`config.mk`:
```
export PLATFORM = sky130hd
export DESIGN_NAME = tcw_queue
export DESIGN_NICKNAME = d
export VERILOG_FILES = /design/src/rtl/text_console_writer_defines.svh /design/src/rtl/tcw_pkg.sv /design/src/rtl/tcw_queue.sv
export SDC_FILE = /design/constraint.sdc
export NUM_CORES = 1
export LEC_CHECK = 0
export BUFFER_PORTS_ARGS = -buffer_cell sky130_fd_sc_hd__buf_2
export CAP_MARGIN = 10
export CORE_MARGIN = 1
export CORE_UTILIZATION = 40
export DETAILED_ROUTE_END_ITERATION = 10
export PLACE_DENSITY = 0.71
export SYNTH_ARGS = -nofsm -noshare
export SYNTH_HDL_FRONTEND = slang
export SYNTH_SLANG_ARGS = --single-unit
export TNS_END_PERCENT = 20
```
`constraint.sdc`:
```
create_clock -name clk -period 1.9 [get_ports clk]
set_input_delay 0.095 -clock clk [delete_from_list [all_inputs] [get_ports clk]]
set_output_delay 0.095 -clock clk [all_outputs]
set_load 0.05 [all_outputs]
```
`src/rtl/text_console_writer_defines.svh`:
```
// ----------------------------------------------------------------------------
// text_console_writer_defines
// Assertion macros shared by the console RTL.
// ----------------------------------------------------------------------------
`ifndef TEXT_CONSOLE_WRITER_DEFINES_SVH
`define TEXT_CONSOLE_WRITER_DEFINES_SVH

// same-cycle implication, clocked on clk, off during rst
`define TCW_ASSERT_NOW(lbl, ante, cons, msg) \
  lbl: assert property (@(posedge clk) disable iff (rst) (ante) |-> (cons)) \
    else $error(msg);

// next-cycle implication, clocked on clk, off during rst
`define TCW_ASSERT_NEXT(lbl, ante, cons, msg) \
  lbl: assert property (@(posedge clk) disable iff (rst) (ante) |=> (cons)) \
    else $error(msg);

`endif

```
`src/rtl/tcw_pkg.sv`:
```
// ----------------------------------------------------------------------------
// tcw_pkg
// Types and constants of the text console writer.
// ----------------------------------------------------------------------------
package tcw_pkg;

  localparam int MAX_COLUMNS = 80;
  localparam int MAX_ROWS    = 25;
  localparam int CELL_COUNT  = MAX_COLUMNS * MAX_ROWS;

  localparam int COL_W  = 7;
  localparam int ROW_W  = 5;
  localparam int ADDR_W = 11;
  localparam int CELL_W = 16;
  localparam int PROD_W = COL_W + ROW_W;

  localparam logic [COL_W-1:0]  COL_MAX   = COL_W'(MAX_COLUMNS);
  localparam logic [ROW_W-1:0]  ROW_MAX   = ROW_W'(MAX_ROWS);
  localparam logic [ADDR_W-1:0] LAST_CELL = ADDR_W'(CELL_COUNT - 1);

  localparam logic [CELL_W-1:0] BLANK_CELL = 16'h0F20;
  localparam logic [CELL_W-1:0] TEXT_ATTR  = 16'h0F00;

  localparam logic [7:0] CH_NUL = 8'h00;
  localparam logic [7:0] CH_BS  = 8'h08;
  localparam logic [7:0] CH_LF  = 8'h0A;
  localparam logic [7:0] CH_CR  = 8'h0D;

  localparam logic REG_COLUMNS = 1'b0;
  localparam logic REG_ROWS    = 1'b1;

  typedef enum logic [1:0] {
    OP_PUT   = 2'd0,
    OP_CLEAR = 2'd1,
    OP_READ  = 2'd2,
    OP_NONE  = 2'd3
  } opcode_t;

  typedef enum logic [2:0] {
    K_PUT,
    K_BKSP,
    K_NEWLINE,
    K_RETURN,
    K_NUL,
    K_CLEAR,
    K_READ,
    K_NOP
  } cmd_kind_t;

  typedef struct packed {
    cmd_kind_t          kind;
    logic [7:0]         char_code;
    logic [ADDR_W-1:0]  cell_address;
  } cmd_t;

  typedef enum logic [3:0] {
    S_CLEAR,
    S_IDLE,
    S_RDWAIT,
    S_CURSOR,
    S_MUL,
    S_WRITE,
    S_SCR_SETUP,
    S_SCR_RD,
    S_SCR_WR,
    S_SCR_BLANK,
    S_DONE
  } eng_state_t;

endpackage

```
`src/rtl/tcw_queue.sv`:
```
// ----------------------------------------------------------------------------
// tcw_queue
// Two-entry command queue between the decoder and the engine.
// ----------------------------------------------------------------------------
module tcw_queue (
  input  logic          clk,
  input  logic          rst,
  input  logic          push,
  input  tcw_pkg::cmd_t push_cmd,
  output logic          full,
  input  logic          pop,
  output logic          valid,
  output tcw_pkg::cmd_t head
);
  import tcw_pkg::*;

  cmd_t       slots [2];
  logic       wr_ptr;
  logic       rd_ptr;
  logic [1:0] count;

  assign full  = (count == 2'd2);
  assign valid = (count != 2'd0);
  assign head  = slots[rd_ptr];

  always_ff @(posedge clk) begin
    if (rst) begin
      wr_ptr <= 1'b0;
      rd_ptr <= 1'b0;
      count  <= 2'd0;
    end else begin
      if (push) wr_ptr <= !wr_ptr;
      if (pop)  rd_ptr <= !rd_ptr;
      case ({push, pop})
        2'b10:   count <= count + 2'd1;
        2'b01:   count <= count - 2'd1;
        default: count <= count;
      endcase
    end
  end

  always_ff @(posedge clk) begin
    if (push) slots[wr_ptr] <= push_cmd;
  end

endmodule

```
# Word level (Yosys, flattened, before mapping)
# Memory sizes are Yosys's and may differ from the RTL's. A register that Yosys moved wholly into a read port is not among the register bits.
# Cells that the tools add are included.
[word_totals]
reg_bits = 4
out_inout_bits = 24
n_memories = 1
mem_bits_ro = 0
ram_bits = 44
inputBits = 26
latch_bits = 0
[mem_list]
columns = ["memory", "words", "width", "read_ports", "rd_ports_with_merged_regs", "write_ports", "line", "source"]
rows = [
  ["slots", 2, 22, 1, 1, 1, "tcw_queue.sv:17", "cmd_t slots [2];"],
]
[classes]
n_lt_le_gt_ge = 0
n_eq_ne = 3
mul = 0
n_div = 0
shift = 0
mux = 5
addsub = 2
bitwise_logic = 0
reduce_logical = 4
[ops]
columns = ["cell", "n"]
rows = [
  ["$eq A2 B2 Y1 const B", 2],
  ["$mux W1", 4],
  ["$pmux W2 S2", 1],
  ["$reduce_bool A2 Y1", 2],
  ["$add A2 B1 Y2 const B", 1],
  ["$eq A2 B1 Y1 const B", 1],
  ["$logic_not A1 Y1", 2],
  ["$sub A2 B1 Y2 const B", 1],
]

# Depth between registers and ports, before layout
[logic_depth]
depth_word = 3
depth_mapped = 5
mapped_depth_nobuf = 5

# Least setup slack after synthesis
# OpenSTA, ideal clock, no wires.
[synth_path]
path_type = "reg-to-reg"
start = "register wr_ptr"
end = "memory slots[0][0] (netlist name) (enable)"
arrival_time_ns = 1.272
stages_incl_launch_ff = 2
required_ns = 1.499
period_less_slack_ns = 1.673
setup_time_ns = 0.401
slack_ns = 0.227
cell_sequence = "dfxtp_1 -> nor2_1"
[synth_rtl]
columns = ["item", "line", "source"]
rows = [
  ["start: declaration", "tcw_queue.sv:18", "logic wr_ptr;"],
  ["start signal: assignment", "tcw_queue.sv:32", "if (push) wr_ptr <= !wr_ptr;"],
  ["end: declaration", "tcw_queue.sv:17", ""],
]
# Straight into the memory's write port.

==> out/metrics.yaml <==
syn_area_um2: 1790
fmax_mhz: 664
top_level_ports: 50
critical_path_required_ps: 1800
syn_inst: 90
ant_nets: 0
ys_warn_count: 0
overflow: 0
grt_pass1_vias: 1060
syn_nets: 117
synth-seq-area-share_pct: 79.6
vdd_drop_max_uv: 543
place.gp.congestion: 0.587
fin_crit_sh_pct: 79.3
initialDrtViolationCount: 29
pwr_density_cell_nw_per_um2: 954
grt_pass1_wl_mm: 4.62
worstHoldPathCells: 2
wirelength_mm: 2.99
drc: 0
crit_path_end_kind: "primary output"
die-area_um2: 4740
numClockSinks: 49
grt_antenna_before_repair: 0
route.met3.wl_um: 167
slew_violations: 0
arrival_ps: 1410
fillers: 341
switching_power_mw: 0.637
status: "complete, no violations"
m1WireLength_mm: 1.27
final-setup-viol-count: 0
worst_r2r_path_depth: 2
insertion_delay_ps: 290
antennaDiodeCount: 0
synth.distinct_cells: 15
tightest_slew_ps: 253
nets: 199
hold_buffers: 22
critPathMaxFanout: 14
comb_power_share_pct: 21.3
cts-resized-gates: 0
clockBufferDepth: 2
p_int_mw: 1.68
dr.max_layer_used: "met4"
viasPerCell: 4.57
row_count: 23
tns_ps: 0
power.leakage_nw: 0.943
synth_seq_cells: 49
place_area_um2: 2130
pwr-share-seq_pct: 54.8
maxCapViolCount: 0
syn2layout_area_growth_pct: 36.1
start_util_pct: 43.1
dp_hpwl_mm: 2.03
path_cells: "buf_4 > mux2_2 > buf_2"
stdcell_count: 223
skew_ps: 3.46
track_usage_pct: 14.1
die_w_um: 68.8
critPathLaunchType: "flop"
period_needed_ps: 1510
slowest_delay_ps: 360
p_clk_share_pct: 23.8
vias: 1018
dp_cells: 193
final_util_pct: 58.7
cts_root_buf: "clkbuf_8"
final_layout_size_suffix_gt1_share_pct: 49.1
rsz0062_at_grt: "no"
post_synth.cell_area_avg_um2: 19.9
coreArea_um2: 4140
path_class: "reg -> out"
final_cell_area_um2: 2430
numCtsBuffers: 5
hold_path.class: "in -> reg"
fp.dieH_um: 68.8
tritoncts: "yes"
routedWlPerCell_um: 13.4
power_mw: 2.32
switching_share_pct: 27.4
cpMaxStageDelayCell: "mux2_2"
hold_viol: 0
grt_max_degree: 15
cts_setup_buffers: 0
max_slew_margin_pct: 83.3
path_clk_slew_ps: 70
io_buffers: 49
wl_met2_mm: 1.50
htreeDepth: 2
dr.pass1.iters: 3
==> flip-flops by register name, indices dropped and copies added (netlist names), named ones only <==
name	cells
wr_ptr	1
slots	44
count	2
rd_ptr	1
==> power groups by stage <==
stage | sequential [mW] | clock, mW | combinational [mW]
2_1_floorplan | 1.29 | 0 | 0.344
3_3_place_gp | 1.29 | 0 | 0.458
3_5_place_dp | 1.30 | 0 | 0.466
4_1_cts | 1.27 | 0.581 | 0.503
5_1_grt | 1.28 | 0.615 | 0.527
6_report | 1.27 | 0.553 | 0.495
==> critical path, delay by kind of cell (launching register included) <==
kind     cells  cell delay [ps]
buf+inv      2              430
mux          1              360
flops        1              330
==> synthesized netlist by cell type <==
master	count	area [um^2]
edfxtp_1	44	1320
mux2_2	22	248
dfxtp_1	5	100
nor2_1	5	18.8
xnor2_1	3	26.3
buf_2	2	10.0
a21oi_1	1	5.00
and2_1	1	6.26
and2b_2	1	8.76
ha_1	1	12.5
inv_1	1	3.75
o21ai_0	1	5.00
or2_2	1	6.26
or3_1	1	6.26
xor2_1	1	8.76
==> layer usage <==
| layer | vias up | track usage [%] |
|---|---|---|
| li1 | 503 | - |
| met1 | 473 | 15.5 |
| met2 | 36 | 25.4 |
| met3 | 6 | 3.13 |
| met4 | 0 | 7.65 |
| met5 | - | 0 |
==> metrics by stage <==
step	worst slack, ps	hold WS, ps
after floorplan	227	164
after global placement	696	283
after detailed placement	686	287
after CTS	355	22.2
after global routing	305	30.8
final	393	29.9
==> layout make-up <==
cell class                      instances  area, um^2  share of cell area, %
Clock buffer                            8        80.1                   3.29
Inverter                                1        3.75                  0.154
Sequential cell                        49        1420                   58.4
Tap cell                               50        62.6                   2.57
Timing Repair Buffer                   77         510                   21.0
Multi-Input combinational cell         38         354                   14.6
==> path summary, 6_finish.rpt <==
kind,from,end,slack (ps)
worst max-delay path,flop,head[19],390
worst min-delay path,rst,count[1]$_SDFFE_PP0P_,30
worst max register to register,wr_ptr$_SDFFE_PP0P_,slots[1][6]$_DFFE_PP_,860
worst min register to register,count[1]$_SDFFE_PP0P_,count[1]$_SDFFE_PP0P_,520
==> cells by family (layout without fill, tap and decap cells) <==
group / Yosys count / count (layout) / synth area share, %
adder cells (fa/ha/maj): 1 / 1 / 0.700
flip-flops: 49 / 49 / 79.6
AO/OA/AOI/OAI: 2 / 2 / 0.560
XOR/XNOR: 4 / 4 / 1.96
buffers and inverters: 3 / 86 / 0.770
AND/OR/NAND/NOR: 9 / 9 / 2.59
multiplexers: 22 / 22 / 13.9
==> layout by cell type, fill, tap and decap left out <==
cell           count
clkbuf_1           3
xnor2_1            3
o21ai_0            1
inv_1              1
dlygate4sd3_1     22
a21oi_1            1
and2_1             1
dfxtp_1            5
clkbuf_8           5
or2_2              1
ha_1               1
and2b_2            1
buf_4              6
mux2_2            22
buf_2             49
nor2_1             4
xor2_1             1
nor2_2             1
edfxtp_1          44
or3_1              1
(Power assumes the default switching activity.)
