`src/rtl/text_console_writer_defines.svh`:
```
// ----------------------------------------------------------------------------
// text_console_writer_defines
// Assertion macros shared by the console RTL.
// ----------------------------------------------------------------------------
`ifndef TEXT_CONSOLE_WRITER_DEFINES_SVH
`define TEXT_CONSOLE_WRITER_DEFINES_SVH

// same-cycle implication, clocked on clk, off during rst
`define TCW_ASSERT_NOW(lbl, ante, cons, msg) \
  lbl: assert property (@(posedge clk) disable iff (rst) (ante) |-> (cons)) \
    else $error(msg);

// next-cycle implication, clocked on clk, off during rst
`define TCW_ASSERT_NEXT(lbl, ante, cons, msg) \
  lbl: assert property (@(posedge clk) disable iff (rst) (ante) |=> (cons)) \
    else $error(msg);

`endif

```
`src/rtl/tcw_pkg.sv`:
```
// ----------------------------------------------------------------------------
// tcw_pkg
// Types and constants of the text console writer.
// ----------------------------------------------------------------------------
package tcw_pkg;

  localparam int MAX_COLUMNS = 80;
  localparam int MAX_ROWS    = 25;
  localparam int CELL_COUNT  = MAX_COLUMNS * MAX_ROWS;

  localparam int COL_W  = 7;
  localparam int ROW_W  = 5;
  localparam int ADDR_W = 11;
  localparam int CELL_W = 16;
  localparam int PROD_W = COL_W + ROW_W;

  localparam logic [COL_W-1:0]  COL_MAX   = COL_W'(MAX_COLUMNS);
  localparam logic [ROW_W-1:0]  ROW_MAX   = ROW_W'(MAX_ROWS);
  localparam logic [ADDR_W-1:0] LAST_CELL = ADDR_W'(CELL_COUNT - 1);

  localparam logic [CELL_W-1:0] BLANK_CELL = 16'h0F20;
  localparam logic [CELL_W-1:0] TEXT_ATTR  = 16'h0F00;

  localparam logic [7:0] CH_NUL = 8'h00;
  localparam logic [7:0] CH_BS  = 8'h08;
  localparam logic [7:0] CH_LF  = 8'h0A;
  localparam logic [7:0] CH_CR  = 8'h0D;

  localparam logic REG_COLUMNS = 1'b0;
  localparam logic REG_ROWS    = 1'b1;

  typedef enum logic [1:0] {
    OP_PUT   = 2'd0,
    OP_CLEAR = 2'd1,
    OP_READ  = 2'd2,
    OP_NONE  = 2'd3
  } opcode_t;

  typedef enum logic [2:0] {
    K_PUT,
    K_BKSP,
    K_NEWLINE,
    K_RETURN,
    K_NUL,
    K_CLEAR,
    K_READ,
    K_NOP
  } cmd_kind_t;

  typedef struct packed {
    cmd_kind_t          kind;
    logic [7:0]         char_code;
    logic [ADDR_W-1:0]  cell_address;
  } cmd_t;

  typedef enum logic [3:0] {
    S_CLEAR,
    S_IDLE,
    S_RDWAIT,
    S_CURSOR,
    S_MUL,
    S_WRITE,
    S_SCR_SETUP,
    S_SCR_RD,
    S_SCR_WR,
    S_SCR_BLANK,
    S_DONE
  } eng_state_t;

endpackage

```
`src/rtl/tcw_front.sv`:
```
// ----------------------------------------------------------------------------
// tcw_front
// Input side: takes stream transfers and decodes them into commands.
// ----------------------------------------------------------------------------
module tcw_front (
  input  logic          s_tvalid,
  output logic          s_tready,
  input  logic [23:0]   s_tdata,   // char_code[7:0], cell_address[18:8]
  input  logic [1:0]    s_tuser,   // opcode[1:0]
  input  logic          q_full,
  input  logic          init_busy,
  output logic          push,
  output tcw_pkg::cmd_t cmd
);
  import tcw_pkg::*;

  logic [7:0] ch;

  assign ch       = s_tdata[7:0];
  assign s_tready = !q_full && !init_busy;
  assign push     = s_tvalid && s_tready;

  always_comb begin
    cmd.char_code    = ch;
    cmd.cell_address = s_tdata[18:8];
    case (opcode_t'(s_tuser))
      OP_PUT: begin
        case (ch)
          CH_NUL:  cmd.kind = K_NUL;
          CH_BS:   cmd.kind = K_BKSP;
          CH_LF:   cmd.kind = K_NEWLINE;
          CH_CR:   cmd.kind = K_RETURN;
          default: cmd.kind = K_PUT;
        endcase
      end
      OP_CLEAR: cmd.kind = K_CLEAR;
      OP_READ:  cmd.kind = K_READ;
      default:  cmd.kind = K_NOP;
    endcase
  end

endmodule

```
`config.mk`:
```
export PLATFORM = sky130hd
export DESIGN_NAME = tcw_front
export DESIGN_NICKNAME = d
export VERILOG_FILES = /design/src/rtl/text_console_writer_defines.svh /design/src/rtl/tcw_pkg.sv /design/src/rtl/tcw_front.sv
export SDC_FILE = /design/constraint.sdc
export NUM_CORES = 1
export LEC_CHECK = 0
export ABC_CLOCK_PERIOD_IN_PS = 1500
export BUFFER_PORTS_ARGS = -buffer_cell sky130_fd_sc_hd__buf_2
export CAP_MARGIN = 10
export CORE_AREA = 2 2 39 41
export DETAILED_ROUTE_END_ITERATION = 10
export DIE_AREA = 0 0 41 43
export PLACE_DENSITY = 0.69
export SYNTH_ARGS = -nofsm -noshare
export SYNTH_HDL_FRONTEND = slang
export SYNTH_SLANG_ARGS = --single-unit
```
`constraint.sdc`:
```
create_clock -name vclk -period 1.5
set_input_delay 0.075 -clock vclk [all_inputs]
set_output_delay 0.075 -clock vclk [all_outputs]
set_load 0.02 [all_outputs]
```
==> Word-level counts from Yosys, hierarchy flattened <==
Index checks and enable logic that the tools add are counted.
{ "word_totals": {"register_bits": 0, "output_inout_bits": 24} }
{ "classes": {"n_eq_ne": 5, "muxes": 2, "n_reduce_logical": 6} }
{ "op_table": {"columns": ["operator", "count"], "rows": [
  ["$eq A8 B4 Y1 const B", 3],
  ["$pmux W3 S4", 1],
  ["$pmux W3 S3", 1],
  ["$logic_not A8 Y1", 1],
  ["$eq A2 B1 Y1 const B", 1],
  ["$eq A2 B2 Y1 const B", 1],
  ["$logic_and A1 B1 Y1", 2],
  ["$logic_not A1 Y1", 2],
  ["$logic_not A2 Y1", 1]
]} }

==> Depth between registers and ports, before layout <==
Gate-level depths: netlist (run 1).
{ "logic_depth": {"depth_word": 3, "depth_mapped": 4, "mapped_depth_nobuf": 4} }

==> Least setup slack after synthesis (run 1) <==
No wires, ideal clock.
{ "synth_path": {"path_type": "input -> output", "from": "in s_tuser[0]", "to": "out cmd[19] (netlist name)", "path_buffers": 0, "slack_ps": 492, "path_stages": 4, "required_time_ps": 1425, "arrival_ps": 933, "path_cell_list": "inv_1 ha_1 nand4b_1 o21ai_0"} }
{ "synth_rtl": {"columns": ["element", "line_no", "source"], "rows": [
  ["from (decl)", "tcw_front.sv:9", "input logic [1:0] s_tuser,"],
  ["to (decl)", "tcw_front.sv:13", "output tcw_pkg::cmd_t cmd"]
]} }

==> results of run 1 <==
-- logic make-up after synthesis --
kind of cell             synth area share
XOR/XNOR                           0.0306
adder cells (fa/ha/maj)            0.0873
buffers and inverters               0.524
AO/OA/AOI/OAI                       0.170
AND/OR/NAND/NOR                     0.188
-- cell type report --
cell class	count	area [um2]	area share
repair buffers	26	130	0.443
inverters	2	7.51	0.0255
multi-input cells	19	136	0.464
well taps	16	20.0	0.0681
-- metal layers --
layer	vias up	global-route usage
li1	131	-
met1	109	0.0665
met2	26	0.113
met4	0	0.0133
met3	2	0.0105
met5	-	0
-- synthesized netlist by cell type --
master | count | area [um2]
xnor2_1 | 1 | 8.76
o41ai_2 | 1 | 16.3
and2_1 | 1 | 6.26
nand4_1 | 1 | 6.26
nand4b_1 | 1 | 8.76
o21ai_0 | 1 | 5.00
and3b_1 | 1 | 8.76
ha_1 | 2 | 25.0
nand3_1 | 1 | 5.00
buf_4 | 19 | 143
nor2_1 | 5 | 18.8
inv_1 | 2 | 7.51
a21oi_1 | 3 | 15.0
o31ai_2 | 1 | 12.5
-- power groups by stage --
stage	clock network, mW	registers (mW)	logic [mW]
5_1_grt	0	0	0.108
4_1_cts	0	0	0.0996
3_3_place_gp	0	0	0.0977
3_5_place_dp	0	0	0.0993
6_report	0	0	0.0984
2_1_floorplan	0	0	0.111
-- final timing paths --
| path | from | end | slack (ps) | cells after the start |
|---|---|---|---|---|
| hold / removal | s_tdata[16] | cmd[8] | 150 | 0 |
| setup / recovery | s_tuser[0] | cmd[21] | 420 | 6 |
-- metrics by stage --
| stage | worst slack, ps | cells | power, mW | util |
|---|---|---|---|---|
| global route | 350 | 63 | 0.108 | 0.212 |
| detailed placement | 419 | 63 | 0.0993 | 0.212 |
| floorplan | 492 | 40 | 0.111 | - |
| finish | 416 | 63 | 0.0984 | 0.212 |
| global placement | 430 | 63 | 0.0977 | 0.212 |
| CTS | 411 | 63 | 0.0996 | 0.212 |
==> flow_summary_export.csv, run 1 <==
group,metric,value,unit
power_and_ir_drop,ir_drop,0.0669,mV
worst_setup_path,crit_required,1420,ps
global_route,grt_pass1_wl,828,um
worst_setup_path,critPathMaxFanout,3,
timing,setup_tns,0,ps
power_and_ir_drop,power.switching,0.0587,mW
floorplan,dieHeight,43,um
global_route,grt_start_max_net_pins,6,
power_and_ir_drop,power.share.clock,0,
outcome,status,"completed",
timing,tightest_slew,216,ps
floorplan,dieArea,1760,um2
placed_design,globalplace.congestion,0.639,
flow_run,maxCapViolations,0,
clock_tree,hold_buffers,0,
timing,fin_crit_sh,0.723,
worst_setup_path,crit_family,"buffers and inverters",
detailed_routing,wl_met3,74,um
cells_and_area,final_nets,80,
cells_and_area,ff_latch_area,0,um2
timing,drv_slew,0,
cells_and_area,drive_gt1_frac,0.596,
cells_and_area,layout.cells.most_common_list,"buf_2, nor2_1, a21oi_1",
worst_setup_path,path_cells,"buf_2 > inv_1 > ha_1 > nand4b_1 > o41ai_2 > buf_2",
power_and_ir_drop,p_leak,0.166,nW
placed_design,placed_area,294,um2
detailed_routing,finalWirelength,537,um
detailed_routing,dr_total_vias,268,
cells_and_area,design_area,294,um2
clock_tree,cts_setup_buffers,0,
detailed_routing,dr.pass1.iters,4,
worst_setup_path,max_stage_delay,210,ps
floorplan,die_w,41,um
detailed_routing,dr.max_layer_used,"met4",
yosys,syn-cell-area,287,um2
cells_and_area,n_antenna_cell,0,
yosys,synth-seq-area-share,0,
power_and_ir_drop,power_frac_comb,1.000,
power_and_ir_drop,swShare,0.597,
floorplan,start_util,0.207,
worst_setup_path,cp_slowest_cell,"o41ai_2",
yosys,yosysUniqueCellTypes,14,
worst_setup_path,cp.arrival,1010,ps
detailed_routing,ant_nets,0,
cells_and_area,flops_and_latches,0,
detailed_routing,wl_per_cell,8.52,um
cells_and_area,fillCellCount,165,
power_and_ir_drop,p_seq_frac,0,
worst_setup_path,cpMostUsedCell,"buf_2",
timing,finalHoldViolations,0,
floorplan,core_area,1380,um2
worst_setup_path,criticalPathCategory,"in -> out",
power_and_ir_drop,intPower,0.0396,mW
detailed_routing,drt-met1-wl,187,um
timing,hold_slack,150,ps
timing,fmax,923,MHz
yosys,synth.net_count,71,
cells_and_area,mostFrequentLayoutCell,"buf_2",
detailed_routing,drc,0,
timing,finalSetupViolations,0,
worst_hold_path,hold_class,"in -> out",
floorplan,io_pins,53,
worst_setup_path,end_kind,"output port",
global_route,grt_util_all_layers,0.0609,
power_and_ir_drop,power.density,335,nW/um2
placed_design,port_buffers,26,
floorplan,fp-row-count,14,
yosys,synth_warnings,0,
detailed_routing,vias_per_cell,4.25,
detailed_routing,route.met2.wl,273,um
clock_tree,cts-resized-gates,0,
yosys,postSynthCellCount,40,
global_route,grt-ovfl-total,0,
timing,slew_headroom,0.855,
global_route,grt_pass1_vias,230,
global_route,antenna_found_initial,0,
worst_setup_path,crit_buf_inv,3,
cells_and_area,nClkBuffers,0,
yosys,syn_avg_cell_area,7.16,um2
placed_design,place_hpwl,486,um
detailed_routing,drt_iter0_drc,5,
timing,rsz0062_at_grt,"no",
timing,finalCriticalPeriod,1080,ps
cells_and_area,areaGrowthSynthToFinish,2.62,%
worst_setup_path,cp-start-kind,"primary input",
No activity file was read; power rests on OpenSTA's default activity.
==> run 2: changes to the inputs <==
--- a/config.mk
+++ b/config.mk
@@ -5,7 +5,7 @@
 export SDC_FILE = /design/constraint.sdc
 export NUM_CORES = 1
 export LEC_CHECK = 0
-export ABC_CLOCK_PERIOD_IN_PS = 1500
+export ABC_CLOCK_PERIOD_IN_PS = 1000
 export BUFFER_PORTS_ARGS = -buffer_cell sky130_fd_sc_hd__buf_2
 export CAP_MARGIN = 10
 export CORE_AREA = 2 2 39 41
==> constraint.sdc (replaced) <==
create_clock -name vclk -period 1
set_input_delay 0.05 -clock vclk [all_inputs]
set_output_delay 0.05 -clock vclk [all_outputs]
set_load 0.02 [all_outputs]
==> flow_summary_export.csv, run 2 (synthesized netlist as in run 1, its figures left out) <==
group,metric,value,unit
worst_setup_path,cp.arrival,890,ps
detailed_routing,wl_met3,62,um
cells_and_area,n_antenna_cell,0,
cells_and_area,areaGrowthSynthToFinish,28.8,%
timing,drv_slew,0,
timing,fmax,1070,MHz
placed_design,place_hpwl,505,um
cells_and_area,final_nets,85,
worst_hold_path,hold_class,"in -> out",
detailed_routing,drt-met1-wl,224,um
floorplan,dieHeight,43,um
worst_setup_path,crit_end,"cmd[20]",
worst_setup_path,end_kind,"output port",
floorplan,dieArea,1760,um2
timing,tightest_slew,224,ps
timing,fin_ws,61.4,ps
floorplan,core_area,1380,um2
outcome,status,"completed",
worst_setup_path,path_cells,"buf_6 > buf_4 > ha_1 > a21oi_1 > o31ai_2 > buf_4",
global_route,grt_pass1_vias,254,
worst_setup_path,critPathMaxFanout,3,
timing,setup_tns,0,ps
worst_setup_path,cp-start-kind,"primary input",
cells_and_area,nClkBuffers,0,
timing,finalHoldViolations,0,
worst_setup_path,cpMostUsedCell,"buf_4",
worst_setup_path,crit_required,950,ps
power_and_ir_drop,power.density,486,nW/um2
timing,rsz0062_at_grt,"yes",
detailed_routing,route.met2.wl,307,um
timing,fin_crit_sh,0.939,
cells_and_area,ff_latch_area,0,um2
worst_setup_path,max_stage_delay,210,ps
worst_setup_path,criticalPathCategory,"in -> out",
placed_design,port_buffers,26,
cells_and_area,utilization,0.267,
detailed_routing,vias_per_cell,4.09,
timing,finalSetupViolations,0,
detailed_routing,dr_total_vias,278,
global_route,antenna_found_initial,0,
global_route,grt_start_max_net_pins,6,
floorplan,start_util,0.207,
detailed_routing,wl_per_cell,8.76,um
detailed_routing,dr.pass1.iters,2,
floorplan,die_w,41,um
clock_tree,hold_buffers,0,
cells_and_area,drive_gt1_frac,0.731,
detailed_routing,finalWirelength,596,um
detailed_routing,dr.max_layer_used,"met4",
global_route,grt_util_all_layers,0.0679,
floorplan,io_pins,53,
cells_and_area,flops_and_latches,0,
cells_and_area,mostFrequentLayoutCell,"buf_2",
detailed_routing,drt_iter0_drc,5,
power_and_ir_drop,power,0.179,mW
timing,slew_headroom,0.849,
floorplan,fp-row-count,14,
global_route,grt-ovfl-total,0,
worst_setup_path,cp_slowest_cell,"ha_1",
power_and_ir_drop,p_leak,0.193,nW
detailed_routing,drc,0,
placed_design,globalplace.congestion,0.683,
timing,hold_slack,100,ps
power_and_ir_drop,ir_drop,0.114,mV
flow_run,maxCapViolations,0,
worst_setup_path,crit_start,"s_tuser[0]",
cells_and_area,layout.cells.most_common_list,"buf_2, buf_4, a21oi_1, nor2_1",
timing,finalCriticalPeriod,939,ps
placed_design,place_ws,1.09,ps
detailed_routing,ant_nets,0,
global_route,grt_pass1_wl,903,um
run 2: critical path, delay by kind of cell:
| family | cells | cell delay (ps) |
|---|---|---|
| buffers and inverters | 3 | 380 |
| adders and majority gates | 1 | 210 |
| AOI/OAI and AO/OA | 2 | 250 |
run 2: where the power goes:
group          switching [mW]  leakage [nW]  internal, mW
clock network               0             0             0
logic                  0.0972         0.193        0.0821
registers                   0             0             0
run 2: what timing repair did:
| action | CTS | global route |
|---|---|---|
| endpoints found under the hold margin | 0 | 0 |
| pin swaps | 2 | 3 |
| endpoints found under the setup margin | 1 | 2 |
| buffers inserted | 3 | 0 |
| gates resized for setup | 10 | 1 |
run 2: stage by stage:
step,instance area (um2),std cells
2_1_floorplan,287,40
3_3_place_gp,317,66
3_5_place_dp,317,66
4_1_cts,374,69
5_1_grt,369,68
6_report,369,68
run 2: worst min path at each step:
stage          cells past startpoint        start  endpoint
2_1_floorplan                      1       q_full  s_tready
3_3_place_gp                       0  s_tdata[11]    cmd[3]
3_5_place_dp                       0  s_tdata[11]    cmd[3]
4_1_cts                            0  s_tdata[11]    cmd[3]
5_1_grt                            0  s_tdata[16]    cmd[8]
6_report                           0  s_tdata[16]    cmd[8]
run 2: routing by layer:
metal,global-route usage,vias to the layer above
li1,-,139
met5,0,-
met4,0.0133,0
met3,0.0105,2
met2,0.134,17
met1,0.0665,120
run 2: area by class of cell:
class	instances	area, um2
Fill cell	165	1010
Multi-Input combinational cell	19	154
Tap cell	16	20.0
Timing Repair Buffer	31	183
Inverter	2	12.5
==> run 3: changes to the inputs <==
==> constraint.sdc (replaced) <==
create_clock -name vclk -period 1
set_input_delay 0.05 -clock vclk [all_inputs]
set_output_delay 0.05 -clock vclk [all_outputs]
set_load 0.005 [all_outputs]
==> flow_summary_export.csv, run 3 (synthesized netlist as in run 1, its figures left out) <==
group,metric,value,unit
placed_design,port_buffers,26,
global_route,grt_util_all_layers,0.0599,
detailed_routing,wl_per_cell,9.20,um
cells_and_area,drive_gt1_frac,0.680,
worst_hold_path,hp-start,"s_tdata[16]",
timing,slew_headroom,0.850,
timing,finalHoldViolations,0,
global_route,grt-ovfl-total,0,
timing,fin_ws,39.1,ps
worst_setup_path,end_kind,"output port",
floorplan,start_util,0.207,
worst_setup_path,cp-start-kind,"primary input",
timing,rsz0062_at_grt,"yes",
power_and_ir_drop,p_leak,0.185,nW
worst_hold_path,min_path_cells,0,
worst_setup_path,crit_required,950,ps
power_and_ir_drop,ir_drop,0.124,mV
global_route,grt_pass1_wl,807,um
worst_setup_path,criticalPathCategory,"in -> out",
power_and_ir_drop,power,0.137,mW
worst_setup_path,crit_start,"s_tuser[0]",
global_route,antenna_found_initial,0,
cells_and_area,ff_latch_area,0,um2
timing,hold_slack,100,ps
timing,setup_tns,0,ps
worst_setup_path,max_stage_delay,290,ps
cells_and_area,n_antenna_cell,0,
power_and_ir_drop,power.density,385,nW/um2
floorplan,core_area,1380,um2
worst_hold_path,hold_class,"in -> out",
clock_tree,hold_buffers,0,
detailed_routing,finalWirelength,607,um
detailed_routing,drc,0,
cells_and_area,mostFrequentLayoutCell,"buf_2",
timing,fmax,1040,MHz
detailed_routing,drt_iter0_drc,3,
global_route,grt_start_max_net_pins,6,
worst_setup_path,crit_family,"buffers and inverters",
timing,drv_slew,0,
worst_setup_path,cp_slowest_cell,"o41ai_2",
floorplan,dieHeight,43,um
worst_setup_path,critPathMaxFanout,3,
floorplan,io_pins,53,
cells_and_area,areaGrowthSynthToFinish,24.5,%
detailed_routing,dr.pass1.iters,4,
detailed_routing,vias_per_cell,4.24,
outcome,status,"completed",
worst_setup_path,path_cells,"buf_8 > inv_4 > ha_4 > nand4b_1 > o41ai_2 > buf_2",
cells_and_area,nClkBuffers,0,
worst_setup_path,cp.arrival,910,ps
cells_and_area,flops_and_latches,0,
flow_run,maxCapViolations,0,
worst_setup_path,crit_buf_inv,3,
timing,finalCriticalPeriod,961,ps
timing,finalSetupViolations,0,
detailed_routing,dr_total_vias,280,
timing,fin_crit_sh,0.961,
cells_and_area,layout.cells.most_common_list,"buf_2, nor2_1, a21oi_1, buf_4, buf_8",
detailed_routing,ant_nets,0,
floorplan,fp-row-count,14,
cells_and_area,final_nets,83,
placed_design,globalplace.congestion,0.655,
placed_design,place_ws,21.5,ps
worst_setup_path,crit_cells,6,
floorplan,die_w,41,um
timing,tightest_slew,223,ps
global_route,grt_pass1_vias,226,
floorplan,dieArea,1760,um2
==> run 3: changes by cell type in the layout (fill, tap and decap cells not counted), sizes merged <==
| cell | delta |
|---|---|
| buf | -2 |
==> run 3: repair_timing <==
action                                  in CTS  in global routing
buffers inserted                             0                  2
endpoints found under the setup margin       0                  2
resized for setup                            0                 12
==> run 3: cell type report <==
type | instances | area [um2]
inverter | 2 | 15.0
tap | 16 | 20.0
timing repair buffer | 29 | 173
multi-input combinational | 19 | 149
fill | 162 | 1030
==> run 3: report_power, final <==
part	internal (mW)	leakage, nW	switching (mW)
clock network	0	0	0
logic	0.0773	0.185	0.0599
registers	0	0	0
total	0.0773	0.185	0.0599
==> run 3: layer usage <==
layer / GRT usage / up-vias / part of all wire
li1: - / 139 / -
met2: 0.113 / 19 / 0.51
met3: 0.0105 / 2 / 0.11
met5: 0 / - / 0
met4: 0.0133 / 0 / 0.0033
met1: 0.0633 / 120 / 0.37
==> run 3: worst paths after layout <==
kind / end / slack [ps]
worst min-delay path: cmd[8] / 100
worst max-delay path: cmd[21] / 40
==> run 3: metrics by stage <==
stage | util | instances | instance area, um2
4_1_cts | 0.218 | 64 | 302
3_5_place_dp | 0.218 | 64 | 302
5_1_grt | 0.258 | 66 | 357
2_1_floorplan | - | 40 | 287
3_3_place_gp | 0.218 | 64 | 302
6_report | 0.258 | 66 | 357
